**config.mk**
```make
export PLATFORM = sky130hd
export DESIGN_NAME = bcm_muldiv
export DESIGN_NICKNAME = d
export VERILOG_FILES = /design/src/hdl/bcm_pkg.sv /design/src/hdl/bcm_muldiv.sv
export SDC_FILE = /design/constraint.sdc
export NUM_CORES = 1
export LEC_CHECK = 0
export BUFFER_PORTS_ARGS = -buffer_cell sky130_fd_sc_hd__buf_2
export CAP_MARGIN = 20
export CELL_PAD_IN_SITES_DETAIL_PLACEMENT = 1
export CELL_PAD_IN_SITES_GLOBAL_PLACEMENT = 1
export CORE_MARGIN = 5
export CORE_UTILIZATION = 34
export CTS_CLUSTER_DIAMETER = 150
export DETAILED_ROUTE_END_ITERATION = 12
export GPL_TIMING_DRIVEN = 0
export PLACE_DENSITY = 0.61
export SETUP_SLACK_MARGIN = 0.02
export SYNTH_ARGS = -nofsm -noshare
export SYNTH_HDL_FRONTEND = slang
export SYNTH_SLANG_ARGS = --single-unit
```
**constraint.sdc**
```tcl
create_clock -name clk -period 20.6 [get_ports clk]
set_input_delay 2.06 -clock clk [delete_from_list [all_inputs] [get_ports clk]]
set_output_delay 2.06 -clock clk [all_outputs]
set_load 0.02 [all_outputs]
```
**src/hdl/bcm_pkg.sv**
```systemverilog
// Shared types and constants of the betweenness centrality block.
package bcm_pkg;

	localparam int ID_W = 6;
	localparam int CFG_W = 7;
	localparam int VAL_W = 32;
	localparam int MAX_NODES_DEF = 64;
	localparam int MAX_EDGES_DEF = 512;
	localparam logic [CFG_W-1:0] NODE_COUNT_RST = 7'd64;
	localparam logic [VAL_W-1:0] ONE_Q16 = 32'h0001_0000;
	localparam logic [VAL_W-1:0] SAT32 = 32'hFFFF_FFFF;

	typedef struct packed {
		logic [ID_W-1:0] from_node;
		logic [ID_W-1:0] to_node;
		logic            edge_valid;
		logic            last;
	} in_t;

	typedef struct packed {
		logic [VAL_W-1:0] max_centrality;
		logic             overflow;
	} out_t;

	typedef struct packed {
		logic        start;
		logic [32:0] a;
		logic [63:0] b;
		logic [63:0] d;
	} md_req_t;

	typedef struct packed {
		logic             done;
		logic [VAL_W-1:0] q;
	} md_rsp_t;

endpackage

```
**src/hdl/bcm_muldiv.sv**
```systemverilog
// Iterative unit for floor(a * b / d), saturated to 32 bits.
module bcm_muldiv (
	input  logic             clk,
	input  logic             arst_n,
	input  bcm_pkg::md_req_t req,
	output bcm_pkg::md_rsp_t rsp
);
	import bcm_pkg::*;

	typedef enum logic [4:0] {
		M_IDLE = 5'b00001,
		M_MUL  = 5'b00010,
		M_CHK  = 5'b00100,
		M_DIV  = 5'b01000,
		M_DONE = 5'b10000
	} md_state_t;

	md_state_t   st_q;
	logic [32:0] a_q;
	logic [63:0] b_q;
	logic [63:0] d_q;
	logic [96:0] p_q;
	logic [64:0] r_q;
	logic [31:0] lo_q;
	logic [31:0] q_q;
	logic [5:0]  cnt_q;
	logic [64:0] r_shift;
	logic        r_ge;

	assign r_shift = {r_q[63:0], lo_q[31]};
	assign r_ge = (r_shift >= {1'b0, d_q});

	always_ff @(posedge clk or negedge arst_n) begin
		if (!arst_n) begin
			st_q <= M_IDLE;
		end else begin
			case (st_q)
				M_IDLE: begin
					if (req.start) begin
						a_q <= req.a;
						b_q <= req.b;
						d_q <= req.d;
						p_q <= '0;
						cnt_q <= 6'd32;
						st_q <= M_MUL;
					end
				end
				M_MUL: begin
					// shift-add, multiplier bits from the top
					p_q <= {p_q[95:0], 1'b0} + (a_q[32] ? {33'd0, b_q} : 97'd0);
					a_q <= {a_q[31:0], 1'b0};
					if (cnt_q == 6'd0) begin
						st_q <= M_CHK;
					end else begin
						cnt_q <= cnt_q - 6'd1;
					end
				end
				M_CHK: begin
					if (p_q[96:32] >= {1'b0, d_q}) begin
						q_q <= SAT32;
						st_q <= M_DONE;
					end else begin
						r_q <= p_q[96:32];
						lo_q <= p_q[31:0];
						q_q <= '0;
						cnt_q <= 6'd31;
						st_q <= M_DIV;
					end
				end
				M_DIV: begin
					// restoring division, one quotient bit a cycle
					r_q <= r_ge ? (r_shift - {1'b0, d_q}) : r_shift;
					q_q <= {q_q[30:0], r_ge};
					lo_q <= {lo_q[30:0], 1'b0};
					if (cnt_q == 6'd0) begin
						st_q <= M_DONE;
					end else begin
						cnt_q <= cnt_q - 6'd1;
					end
				end
				M_DONE: begin
					st_q <= M_IDLE;
				end
				default: begin
					st_q <= M_IDLE;
				end
			endcase
		end
	end

	assign rsp.done = (st_q == M_DONE);
	assign rsp.q = q_q;

endmodule

```
# Word level (Yosys, flattened, before mapping)
# Cells that the tools add are included.
dict set report op_classes {
  add_sub_neg 3
  magnitude_cmp 2
  n_eq_ne 10
  muxes 21
  n_reduce_logical 11
}
# operator count
set ops {}
lappend ops {{97-bit case mux with 2 select lines} 1}
lappend ops {{64-bit two-way mux} 3}
lappend ops {{65-bit by 64-bit greater-or-equal comparator with 1-bit output} 2}
lappend ops {{32-bit case mux with 2 select lines} 2}
lappend ops {{64-bit case mux with 2 select lines} 1}
lappend ops {{97-bit by 64-bit adder with 97-bit output} 1}
lappend ops {{97-bit two-way mux} 1}
lappend ops {{33-bit case mux with 2 select lines} 1}
lappend ops {{32-bit two-way mux} 2}
lappend ops {{64-bit subtractor} 1}
lappend ops {{33-bit two-way mux} 1}
lappend ops {{5-bit two-way mux} 4}
lappend ops {{5-bit case mux with 4 select lines} 1}
lappend ops {{6-bit two-way mux} 3}
lappend ops {{6-bit case mux with 3 select lines} 1}
lappend ops {{3-bit AND reduction} 4}
lappend ops {{2-bit != test, second input constant} 5}
lappend ops {{6-bit logical NOT} 1}
lappend ops {{6-bit by 1-bit subtractor with 6-bit output, second input constant} 1}
lappend ops {{5-bit by 1-bit equality test with 1-bit output, second input constant} 1}
lappend ops {{5-bit by 2-bit equality test with 1-bit output, second input constant} 1}
lappend ops {{5-bit by 3-bit equality test with 1-bit output, second input constant} 1}
lappend ops {{5-bit by 4-bit equality test with 1-bit output, second input constant} 1}
lappend ops {{5-bit equality test, second input constant} 1}
lappend ops {{other kinds (5)} 6}
dict set report totals {
  reg_bits 397
  inputBits 164
  output_inout_bits 33
}

# Longest topological paths before layout
dict set report logic_depth {
  depth_word 4
  ltp_mapped 17
}

# Worst setup path before layout
# OpenSTA, ideal clock, no wires.
dict set report synth_path {
  path_kind {in2reg}
  from {in req[161] (netlist bit)}
  to {reg a_q[0] (enable)}
  setup_time_ps 662
  arrival_time_ps 8515
  slack_ps 11423
  path_stages 2
  path_buffers 0
  cell_sequence {nand4b_1 -> a21oi_1}
}
dict set report synth_between {
  elab_chain_len 2
}
# item line
set synth_rtl {}
lappend synth_rtl {{from (decl)} bcm_muldiv.sv:5} ;# input bcm_pkg::md_req_t req,
lappend synth_rtl {{2-bit != test (no line)} --}
lappend synth_rtl {{3-bit AND reduction (no line)} --}
lappend synth_rtl {{to (signal assigned)} bcm_muldiv.sv:40} ;# a_q <= req.a;
lappend synth_rtl {{to (signal assigned)} bcm_muldiv.sv:51} ;# a_q <= {a_q[31:0], 1'b0};
lappend synth_rtl {{to (decl)} bcm_muldiv.sv:19} ;# logic [32:0] a_q;
# Every way passes these cells.
# A chain may end at the register's enable or synchronous reset.

# Worst setup path in the final report
dict set report layout_path {
  from {reg a_q[32]}
  to {reg p_q[64], data pin}
}
dict set report layout_between {
  elab_chain_len 3
}
# item line
set layout_rtl {}
lappend layout_rtl {{64-bit two-way mux} bcm_muldiv.sv:50} ;# p_q <= {p_q[95:0], 1'b0} + (a_q[32] ? {33'd0, b_q} : 97'd0);
lappend layout_rtl {{97-bit by 64-bit adder with 97-bit output} bcm_muldiv.sv:50}
lappend layout_rtl {{97-bit case mux with 2 select lines} bcm_muldiv.sv:37} ;# case (st_q)
lappend layout_rtl {{to (signal assigned)} bcm_muldiv.sv:50}
lappend layout_rtl {{to (decl)} bcm_muldiv.sv:22} ;# logic [96:0] p_q;
# Every way passes these cells.

==> results.py <==
metrics = {
    "min_path": {
        "holdPathStages": 2,
        "worst_hold_path_type": "register to register",
        "worstHoldStart": "lo_q[27]$_DFFE_PP_",
        "hold_end": "lo_q[28]$_DFFE_PP_",
    },
    "floorplanning": {
        "die_height_um": 284,
        "die-area_mm2": 0.0806,
        "die_w_um": 284,
        "placementRows": 100,
        "ios": 197,
        "core-area_mm2": 0.0744,
        "initial_core_util_pct": 34.3,
    },
    "route": {
        "route.detailed.drc": 0,
        "drt-total-wl_mm": 83.5,
        "first_iter_violations": 1179,
        "vias": 20900,
        "routedLengthMet1_mm": 38.7,
        "detail_route.first_pass.iterations": 6,
        "routed-wl-met3_mm": 3.24,
        "top_layer_used": "met5",
        "ant_nets": 0,
        "routedWlPerCell_um": 21.5,
        "wl_met2_mm": 39.1,
        "vias_per_cell": 5.38,
    },
    "clock_network": {
        "hold_buffers": 0,
        "clock-root-buffer": "clkbuf_16",
        "insertion_delay_ns": 0.61,
        "numCtsBuffers": 50,
        "cts.sinks": 397,
        "cts_tree": "yes",
        "post_cts_resize_count": 0,
        "clk_path_buf_depth": 3,
        "htreeDepth": 2,
        "clk_pin_slew_ns": 0.06,
        "post_cts_buffers": 0,
    },
    "timing": {
        "setup_viol": 0,
        "rsz0062_at_grt": "false",
        "finalCriticalPeriod_ns": 5.13,
        "max_freq_mhz": 195,
        "max-slew-margin-rel_pct": 31.1,
        "hold_viol": 0,
        "worstMarginPinSlew_ns": 1.03,
        "post-route-period-util_pct": 24.9,
        "drv_slew": 0,
        "finClkSkew_ns": 0.0232,
        "tns_ns": 0,
    },
    "placed_design": {
        "place_hpwl_mm": 66.3,
        "dp.cells": 3795,
        "gp_congestion": 0.881,
        "numPortBuffers": 196,
    },
    "setup_path": {
        "worstReg2RegStart": "a_q[32]$_DFFE_PP_",
        "required_ns": 20.94,
        "rr_worst_depth": 17,
        "cp.buffers_inverters": 5,
        "cp-start-kind": "register",
        "crit_slowest_cell": "clkbuf_1",
        "max_stage_delay_ns": 0.60,
        "crit_family": "compound AO/OA/AOI/OAI gates",
        "critPathArrivalTime_ns": 5.47,
        "critPathMaxFanout": 10,
        "rrSetupSlack_ns": 15.47,
        "cp_cell_sequence": "clkbuf_1, clkbuf_1, and2_1, ha_1, clkbuf_1, a21o_1, a21o_1, a21oi_1, o21ai_0, o21ai_0, a21oi_1, o31ai_2, a21o_1, buf_2, buf_2, xor2_1, nor2_1",
        "path_class": "register to register",
        "worstReg2RegEnd": "p_q[64]$_SDFFCE_PN0P_",
        "end_kind": "register",
    },
    "job": {
        "cap_violations": 0,
    },
    "grt": {
        "grt_pass1_vias": 22400,
        "grt_pass1_wl_mm": 129,
        "antenna_found_initial": 5,
        "grt_max_degree": 61,
        "overflow": 0,
        "grt_usage_pct": 20.1,
    },
    "logic_synthesis": {
        "synth_commonest_cells": "407 x nand2_1, 392 x edfxtp_1, 241 x a21oi_1, 193 x ha_1, 163 x nor2_1",
        "synthFlopType": "edfxtp_1",
        "netlist_top_cells_area": "edfxtp_1 46%, ha_1 9.5%, nand2_1 6.0%",
        "ys_seq_elements": 397,
        "async_reset_ff_share_pct": 1.26,
        "synth.most_common_cell": "nand2_1",
        "ys.warnings.count": 0,
        "syn_nets": 2978,
        "syn_avg_cell_area_um2": 9.74,
        "synth.distinct_cells": 81,
        "ys_seq_area_share_pct": 46.6,
        "synth_edf_count": 392,
        "synth_top_area_share_pct": 46.1,
        "synthCells": 2619,
        "synth_top_area_cell": "edfxtp_1",
        "syn_area_mm2": 0.0255,
    },
    "layout": {
        "nFillCells": 8447,
        "fin_nets": 3238,
        "layout.cells.non_filler": 3891,
        "area_growth_pct": 15.9,
        "utilization_pct": 39.7,
        "drive_gt1_share_pct": 11.5,
    },
    "power_and_ir_drop": {
        "clockPowerShare_pct": 28.9,
        "seqPwrFrac_pct": 37.6,
        "power.switching_uw": 1070,
        "power_leakage_uw": 0.0121,
        "p_int_uw": 1910,
        "power_per_cell_area_mw_per_mm2": 101,
        "sw_frac_of_total_pct": 36.0,
        "peakVddDrop_mv": 0.0573,
        "comb_power_share_pct": 33.5,
    },
    "run_status": {
        "outcome": "finished, final reports clean",
    },
}
registers in the layout, indices dropped and copies added, names as in the netlist:
name,count
lo_q,32
cnt_q,6
st_q,5
b_q,64
q_q,32
p_q,97
d_q,64
r_q,64
a_q,33
worst min-delay path: stages, from the launching register on:
cell and delay [ns]:
edfxtp_1 0.31, nand2_1 0.04, nand2_1 0.04
how the worst max path moves through the flow:
| stage | cells after the start | to | start | slack (ns) |
|---|---|---|---|---|
| floorplan | 2 | a_q[0]$_SDFFCE_PP0P_ | req[161] | 11.42 |
| global placement | 3 | p_q[40]$_SDFFCE_PN0P_ | req[161] | 7.47 |
| detailed placement | 17 | p_q[64]$_SDFFCE_PN0P_ | a_q[32]$_DFFE_PP_ | 15.44 |
| CTS | 17 | p_q[64]$_SDFFCE_PN0P_ | a_q[32]$_DFFE_PP_ | 15.43 |
| global route | 17 | p_q[64]$_SDFFCE_PN0P_ | a_q[32]$_DFFE_PP_ | 15.14 |
| finish | 17 | p_q[64]$_SDFFCE_PN0P_ | a_q[32]$_DFFE_PP_ | 15.47 |
layout by cell type (no fill, tap or decap), types with 102 or more instances in the layout:
cell	Yosys	final
ha_1	193	193
clkbuf_1	103	111
a21oi_1	241	239
nor2_1	163	162
edfxtp_1	392	392
a21o_1	102	102
inv_1	107	107
buf_2	17	214
nand2_1	407	407
o21ai_0	133	133
layout make-up:
cell class | instances | area, um^2 | area share, %
repair buffers | 208 | 1230 | 4.15
plain buffers | 133 | 576 | 1.95
inverters | 107 | 402 | 1.36
diodes | 5 | 12.5 | 0.0423
well taps | 969 | 1210 | 4.10
multi-input cells | 1982 | 12700 | 42.8
clock buffers | 58 | 1280 | 4.33
clock inverters | 32 | 294 | 0.994
flip-flops and latches | 397 | 11900 | 40.2
per-layer routing:
metal	global-route usage [%]	up-vias
met3	2.71	134
met1	27.1	10300
met2	33.6	427
met5	0	-
li1	-	10100
met4	6.10	2
logic make-up (layout without fill, tap and decap cells):
logic type	count (synthesis)	in the layout	share of synthesized area [%]
compound gates	728	728	17.9
xor+xnor	119	119	4.09
fa+ha+maj	195	195	9.62
buf+inv	240	538	3.83
flops	397	397	46.6
mux	39	39	1.53
other cells	0	5	0
simple gates	901	901	16.4
per-stage QoR:
stage | hold slack, ns | area (um^2) | setup WS [ns] | total power [uW]
after detailed placement | 0.498 | 28000 | 15.44 | 2130
after floorplan | 0.484 | 25500 | 11.42 | 1820
final | 0.501 | 29600 | 15.47 | 2980
after CTS | 0.512 | 29600 | 15.43 | 3010
after global routing | 0.525 | 29600 | 15.14 | 3170
after global placement | 0.488 | 27700 | 7.47 | 2120
power groups by stage:
stage	logic, uW	clock network (uW)	registers [uW]
2_1_floorplan	692	0	1120
3_3_place_gp	945	0	1170
3_5_place_dp	998	0	1140
4_1_cts	1000	890	1120
5_1_grt	1110	922	1130
6_report	997	859	1120
Power figures use the tool's default switching activity.
